**config.mk**
```make
export PLATFORM = sky130hd
export DESIGN_NAME = pgom_ctrl
export DESIGN_NICKNAME = d
export VERILOG_FILES = /design/src/sv/pgom_pkg.sv /design/src/sv/pgom_ctrl.sv
export SDC_FILE = /design/constraint.sdc
export NUM_CORES = 1
export LEC_CHECK = 0
export BUFFER_PORTS_ARGS = -buffer_cell sky130_fd_sc_hd__buf_2
export CAP_MARGIN = 15
export CORE_AREA = 2 2 39 41
export DETAILED_ROUTE_END_ITERATION = 8
export DIE_AREA = 0 0 41 43
export PLACE_DENSITY = 0.7
export SYNTH_ARGS = -nofsm -noshare
export SYNTH_HDL_FRONTEND = slang
export SYNTH_SLANG_ARGS = --single-unit
```
**constraint.sdc**
```tcl
create_clock -name clk -period 1.8 [get_ports clk]
set_input_delay 0.27 -clock clk [delete_from_list [all_inputs] [get_ports clk]]
set_output_delay 0.27 -clock clk [all_outputs]
set_load 0.02 [all_outputs]
```
**src/sv/pgom_pkg.sv**
```systemverilog
`default_nettype none
// ----------------------------------------------------------------------------
// pgom_pkg
// Shared widths, codes and controller/datapath handshake types for the
// proximity grid owner map.
// ----------------------------------------------------------------------------
package pgom_pkg;

    localparam int GRID_CELLS_DEF  = 32;
    localparam int MAP_WIDTH_DEF   = 65536;
    localparam int MAX_OBJECTS_DEF = 64;

    localparam int FUNC_W = 2;
    localparam int IDX_W  = 6;
    localparam int POS_W  = 18;
    localparam int RAD_W  = 13;

    localparam logic [RAD_W-1:0] RADIUS_RST = 13'd4500;

    localparam logic [FUNC_W-1:0] FUNC_CLEAR = 2'd0;
    localparam logic [FUNC_W-1:0] FUNC_PLACE = 2'd1;
    localparam logic [FUNC_W-1:0] FUNC_QUERY = 2'd2;

    // controller -> datapath
    typedef struct packed {
        logic in_ready;
        logic ld_in;
        logic clr_start;
        logic clr_step;
        logic div_mul;
        logic div_back;
        logic div_fix;
        logic win_calc;
        logic org_calc;
        logic scan_step;
        logic fin;
        logic q_addr;
        logic q_read;
        logic out_load;
    } pgom_cmd_t;

    // datapath -> controller
    typedef struct packed {
        logic              req_valid;
        logic [FUNC_W-1:0] req_func;
        logic [FUNC_W-1:0] func;
        logic              skip;
        logic              scan_last;
        logic              clr_last;
        logic              out_free;
    } pgom_sts_t;

endpackage
`default_nettype wire

```
**src/sv/pgom_ctrl.sv**
```systemverilog
`default_nettype none
// ----------------------------------------------------------------------------
// pgom_ctrl
// Controller: sequences clear sweep, divide, window scan and query lookup.
// ----------------------------------------------------------------------------
module pgom_ctrl
    import pgom_pkg::*;
(
    input  wire            clk,
    input  wire            rst_n,
    input  wire pgom_sts_t sts,
    output pgom_cmd_t      cmd
);

    localparam logic [3:0] S_CLR   = 4'd0;
    localparam logic [3:0] S_IDLE  = 4'd1;
    localparam logic [3:0] S_DIV1  = 4'd2;
    localparam logic [3:0] S_DIV2  = 4'd3;
    localparam logic [3:0] S_DIV3  = 4'd4;
    localparam logic [3:0] S_WIN   = 4'd5;
    localparam logic [3:0] S_ORG   = 4'd6;
    localparam logic [3:0] S_SCAN  = 4'd7;
    localparam logic [3:0] S_DRAIN = 4'd8;
    localparam logic [3:0] S_QADDR = 4'd9;
    localparam logic [3:0] S_QREAD = 4'd10;
    localparam logic [3:0] S_QOUT  = 4'd11;

    logic [3:0] state_reg;
    logic [3:0] state_next;

    always_ff @(posedge clk or negedge rst_n)
    begin
        if (!rst_n)
        begin
            state_reg <= S_CLR;     // memory sweep after reset
        end
        else
        begin
            state_reg <= state_next;
        end
    end

    always_comb
    begin
        cmd        = '0;
        state_next = state_reg;
        case (state_reg)
            S_CLR:
            begin
                cmd.clr_step = 1'b1;
                if (sts.clr_last)
                begin
                    state_next = S_IDLE;
                end
            end
            S_IDLE:
            begin
                cmd.in_ready = 1'b1;
                if (sts.req_valid)
                begin
                    cmd.ld_in = 1'b1;
                    case (sts.req_func)
                        FUNC_CLEAR:
                        begin
                            cmd.clr_start = 1'b1;
                            state_next    = S_CLR;
                        end
                        FUNC_PLACE, FUNC_QUERY:
                        begin
                            state_next = S_DIV1;
                        end
                        default:
                        begin
                            state_next = S_IDLE;
                        end
                    endcase
                end
            end
            S_DIV1:
            begin
                cmd.div_mul = 1'b1;
                state_next  = S_DIV2;
            end
            S_DIV2:
            begin
                cmd.div_back = 1'b1;
                state_next   = S_DIV3;
            end
            S_DIV3:
            begin
                cmd.div_fix = 1'b1;
                state_next  = (sts.func == FUNC_PLACE) ? S_WIN : S_QADDR;
            end
            S_WIN:
            begin
                cmd.win_calc = 1'b1;
                state_next   = S_ORG;
            end
            S_ORG:
            begin
                cmd.org_calc = 1'b1;
                if (sts.skip)
                begin
                    cmd.fin    = 1'b1;
                    state_next = S_IDLE;
                end
                else
                begin
                    state_next = S_SCAN;
                end
            end
            S_SCAN:
            begin
                cmd.scan_step = 1'b1;
                if (sts.scan_last)
                begin
                    state_next = S_DRAIN;
                end
            end
            S_DRAIN:
            begin
                cmd.fin    = 1'b1;
                state_next = S_IDLE;
            end
            S_QADDR:
            begin
                cmd.q_addr = 1'b1;
                state_next = S_QREAD;
            end
            S_QREAD:
            begin
                cmd.q_read = 1'b1;
                state_next = S_QOUT;
            end
            S_QOUT:
            begin
                if (sts.out_free)
                begin
                    cmd.out_load = 1'b1;
                    state_next   = S_IDLE;
                end
            end
            default:
            begin
                state_next = S_CLR;
            end
        endcase
    end

endmodule
`default_nettype wire

```
==> Implementation_results.wiki <==
{| class="wikitable"
! Metric !! Value
|-
| Result of the run || completed
|-
| Headroom to the max-slew limit || 80.3%
|-
| CP bufs+invs || 2
|-
| Number of synthesized register bits || 4
|-
| Largest voltage drop on the vdd net || 0.661 mV
|-
| Via count of the routed design || 593
|-
| Part of the cycle the worst path needs || 93.5%
|-
| FF-to-FF setup slack || 180 ps
|-
| Maximum operating frequency || 594 MHz
|-
| Crit-path max FO || 17
|-
| Flip-flop count of the largest register, all copies and words added || 4
|-
| FFs w/ async S/R, synth || 100%
|-
| Number of search-and-repair iterations in the first detailed-routing pass || 4
|-
| Total overflow reported by the global router || 0
|-
| H-tree depth reported by CTS || 1
|-
| Ordered cell list for the critical path || buf_4 > nand2b_4 > nor3_4 > and3_1 > buf_2
|-
| Post-Syn Nets || 83
|-
| Worst hold-check path type || in2async
|-
| Mapped Area || 489 um2
|-
| Unrepaired setup endpoints after global routing || false
|-
| Number of inserted filler cells in the final layout || 138
|-
| Number of flops mapped to enable cells by yosys || 0
|-
| Commonest register cell after synthesis || sky130_fd_sc_hd__dfrtp_1
|-
| Worst-path cell with the longest stage delay || sky130_fd_sc_hd__dfrtp_1
|-
| Critical setup path kind || reg2out
|-
| Yosys warning count || 0
|-
| Horizontal die dimension || 41 um
|-
| Final Max Tran Viols || 0
|-
| Inserted Diodes || 0
|-
| Time the worst path needs with I/O delays and setup || 1680 ps
|-
| Port bufs || 24
|-
| Share of Yosys cell area claimed by the top area cell type || 20.5%
|-
| Vias per std cell || 5.34
|-
| Die Span Y || 43 um
|-
| Average routed wire per standard cell || 11.3 um
|-
| Setup Total Neg Slack || 0 ps
|-
| End-of-flow core utilization || 48.9%
|-
| Cell accounting for the most synthesized area || sky130_fd_sc_hd__dfrtp_1
|-
| Clock-pin slew of the registers on the worst-case setup and hold paths || 40 ps
|-
| Initial core utilization || 35.4%
|-
| Max Root-Sink Buffers || 2
|-
| Kind of end point of the critical path || output port
|-
| Root Buffer || sky130_fd_sc_hd__clkbuf_4
|-
| Number of sinks handled by clock tree synthesis || 4
|-
| TritonCTS clock tree || yes
|-
| Largest net degree at the start of global routing || 18
|-
| Routability congestion estimate || 0.774
|-
| Half-perimeter wire length of the detailed placement result || 981 um
|-
| Synth-to-layout area growth || 38.4%
|-
| PD cells || 1610 nW/um2
|-
| Vias in the first global route || 547
|-
| Crit start category || flop
|-
| Maxcap violations || 0
|-
| Post-synth cell types || 31
|-
| Top-level I/O count || 25
|-
| Number of antenna violations at the first check in global routing || 0
|-
| Worst path top cell family by delay || simple AND/OR/NAND/NOR gates
|-
| Mean instance size in the synthesized netlist || 6.99 um2
|-
| Antenna Violating Nets Remaining || 0
|-
| Area inside the core boundary || 1380 um2
|-
| Proportion of layout cells with a drive suffix above 1 || 38.9%
|-
| Number of setup violations in the final report || 0
|-
| Leak || 0.000354 uW
|-
| Cell count after synthesis || 70
|-
| Drt first-iter violations || 7
|-
| Global-route wire length before repair || 2090 um
|-
| Clock insertion delay at the later pin of the skew report || 240 ps
|-
| Post-route DRC violation count || 0
|-
| Buffers inserted by post-CTS timing repair || 0
|-
| Synth top area cells || sky130_fd_sc_hd__dfrtp_1, sky130_fd_sc_hd__nor2_1, sky130_fd_sc_hd__nor3_1
|-
| Worst slew pin tran || 294 ps
|-
| Worst stage delay on the critical path || 370 ps
|-
| Arrival time of the worst setup path || 1410 ps
|-
| Worst hold slack across all endpoints || 378 ps
|-
| Required time at the worst-slack endpoint || 1530 ps
|-
| Rows || 14
|-
| Number of buffers created by CTS || 3
|-
| Total routing usage reported by global routing || 17.0%
|-
| Sequential area share after synthesis || 20.5%
|-
| Hold Violations, Final || 0
|-
| Nets || 110
|-
| Overall routed net length || 1250 um
|-
| Final Skew || 6.13 ps
|-
| Die ar. || 1760 um2
|}
-- logic make-up (layout without fill, tap and decap cells) --
kind of cell / Yosys count / in the layout / share of synthesized area, %
AO/OA/AOI/OAI: 15 / 15 / 21.2
flip-flops: 4 / 4 / 20.5
AND/OR/NAND/NOR: 34 / 34 / 35.3
buffers and inverters: 12 / 37 / 11.0
adder cells (fa/ha/maj): 2 / 2 / 5.11
multiplexers: 3 / 3 / 6.90
-- layer usage --
| layer | wire [um] | vias to the layer above | part of all wire (%) | GRT usage, % |
|---|---|---|---|---|
| met2 | 666 | 15 | 53 | 28.7 |
| met1 | 541 | 276 | 43 | 20.0 |
| met3 | 37 | 2 | 3.0 | 3.14 |
| met5 | 0 | - | 0 | 0 |
| li1 | - | 300 | - | - |
| met4 | 8 | 0 | 0.64 | 6.00 |
-- per-stage QoR --
| stage | setup WS, ps | std cells | power (uW) | area, um2 |
|---|---|---|---|---|
| final | 117 | 111 | 1090 | 677 |
| after global routing | 5.97 | 111 | 1180 | 677 |
| after CTS | 37.6 | 111 | 1060 | 662 |
| after detailed placement | 186 | 107 | 943 | 629 |
| after global placement | 225 | 107 | 928 | 629 |
| after floorplan | 62.1 | 70 | 756 | 494 |
-- repair_timing --
| action | in CTS | in global routing |
|---|---|---|
| resized for setup | 0 | 4 |
| hold buffers | 1 | 0 |
| endpoints found under the hold margin | 4 | 0 |
| endpoints found under the setup margin | 0 | 3 |
-- final cells by class --
| cell class | instances | area [um2] | area share [%] |
|---|---|---|---|
| multi-input combinational | 54 | 354 | 52.3 |
| timing repair buffer | 29 | 160 | 23.7 |
| sequential | 4 | 101 | 15.0 |
| clock buffer | 3 | 22.5 | 3.33 |
| tap | 16 | 20.0 | 2.96 |
| inverter | 5 | 18.8 | 2.77 |
-- cells in the mapped netlist (2+ instances only) --
| cell | n |
|---|---|
| sky130_fd_sc_hd__mux2_1 | 2 |
| sky130_fd_sc_hd__dfrtp_1 | 4 |
| sky130_fd_sc_hd__nand2b_1 | 3 |
| sky130_fd_sc_hd__ha_1 | 2 |
| sky130_fd_sc_hd__a21oi_1 | 3 |
| sky130_fd_sc_hd__nor3_1 | 7 |
| sky130_fd_sc_hd__a31oi_1 | 3 |
| sky130_fd_sc_hd__inv_1 | 5 |
| sky130_fd_sc_hd__nand2_1 | 5 |
| sky130_fd_sc_hd__clkbuf_1 | 5 |
| sky130_fd_sc_hd__nor2_1 | 11 |
-- worst register-to-register path, stage by stage, from the launching register on --
cell and delay [ps]:
sky130_fd_sc_hd__dfrtp_1 370, sky130_fd_sc_hd__buf_4 190, sky130_fd_sc_hd__or3_1 380, sky130_fd_sc_hd__o21ai_1 80, sky130_fd_sc_hd__a31oi_1 140, sky130_fd_sc_hd__mux2_1 330
-- path summary, 6_finish.rpt --
kind                                           from                        to  cells after the start
max in group asynchronous                     rst_n  state_reg[2]$_DFFE_PN0P_                      2
setup reg to reg           state_reg[1]$_DFFE_PN0P_  state_reg[0]$_DFFE_PN0P_                      5
setup / recovery           state_reg[1]$_DFFE_PN0P_                   cmd[11]                      5
hold / removal                                rst_n  state_reg[1]$_DFFE_PN0P_                      2
min in group clk                             sts[0]  state_reg[3]$_DFFE_PN0P_                      3
hold reg to reg            state_reg[3]$_DFFE_PN0P_  state_reg[2]$_DFFE_PN0P_                      2
-- power breakdown --
group          leakage, uW  switching (uW)  internal (uW)  total, uW
Combinational     0.000292             490            327        817
Sequential       0.0000485            30.5            134        164
Clock            0.0000138            36.5           74.6        111
Total             0.000354             557            535       1090
-- layout by cell type, fill, tap and decap left out, types with 2 or more instances in the layout --
master | synthesis | layout
sky130_fd_sc_hd__clkbuf_4 | 0 | 3
sky130_fd_sc_hd__mux2_1 | 2 | 2
sky130_fd_sc_hd__ha_1 | 2 | 2
sky130_fd_sc_hd__a21oi_1 | 3 | 3
sky130_fd_sc_hd__buf_4 | 0 | 4
sky130_fd_sc_hd__inv_1 | 5 | 5
sky130_fd_sc_hd__dfrtp_1 | 4 | 3
sky130_fd_sc_hd__nor3_1 | 7 | 6
sky130_fd_sc_hd__nand2_1 | 5 | 5
sky130_fd_sc_hd__buf_2 | 1 | 24
sky130_fd_sc_hd__a31oi_1 | 3 | 3
sky130_fd_sc_hd__nor2_1 | 11 | 11
sky130_fd_sc_hd__nand2b_1 | 3 | 2
(Power assumes the default switching activity.)
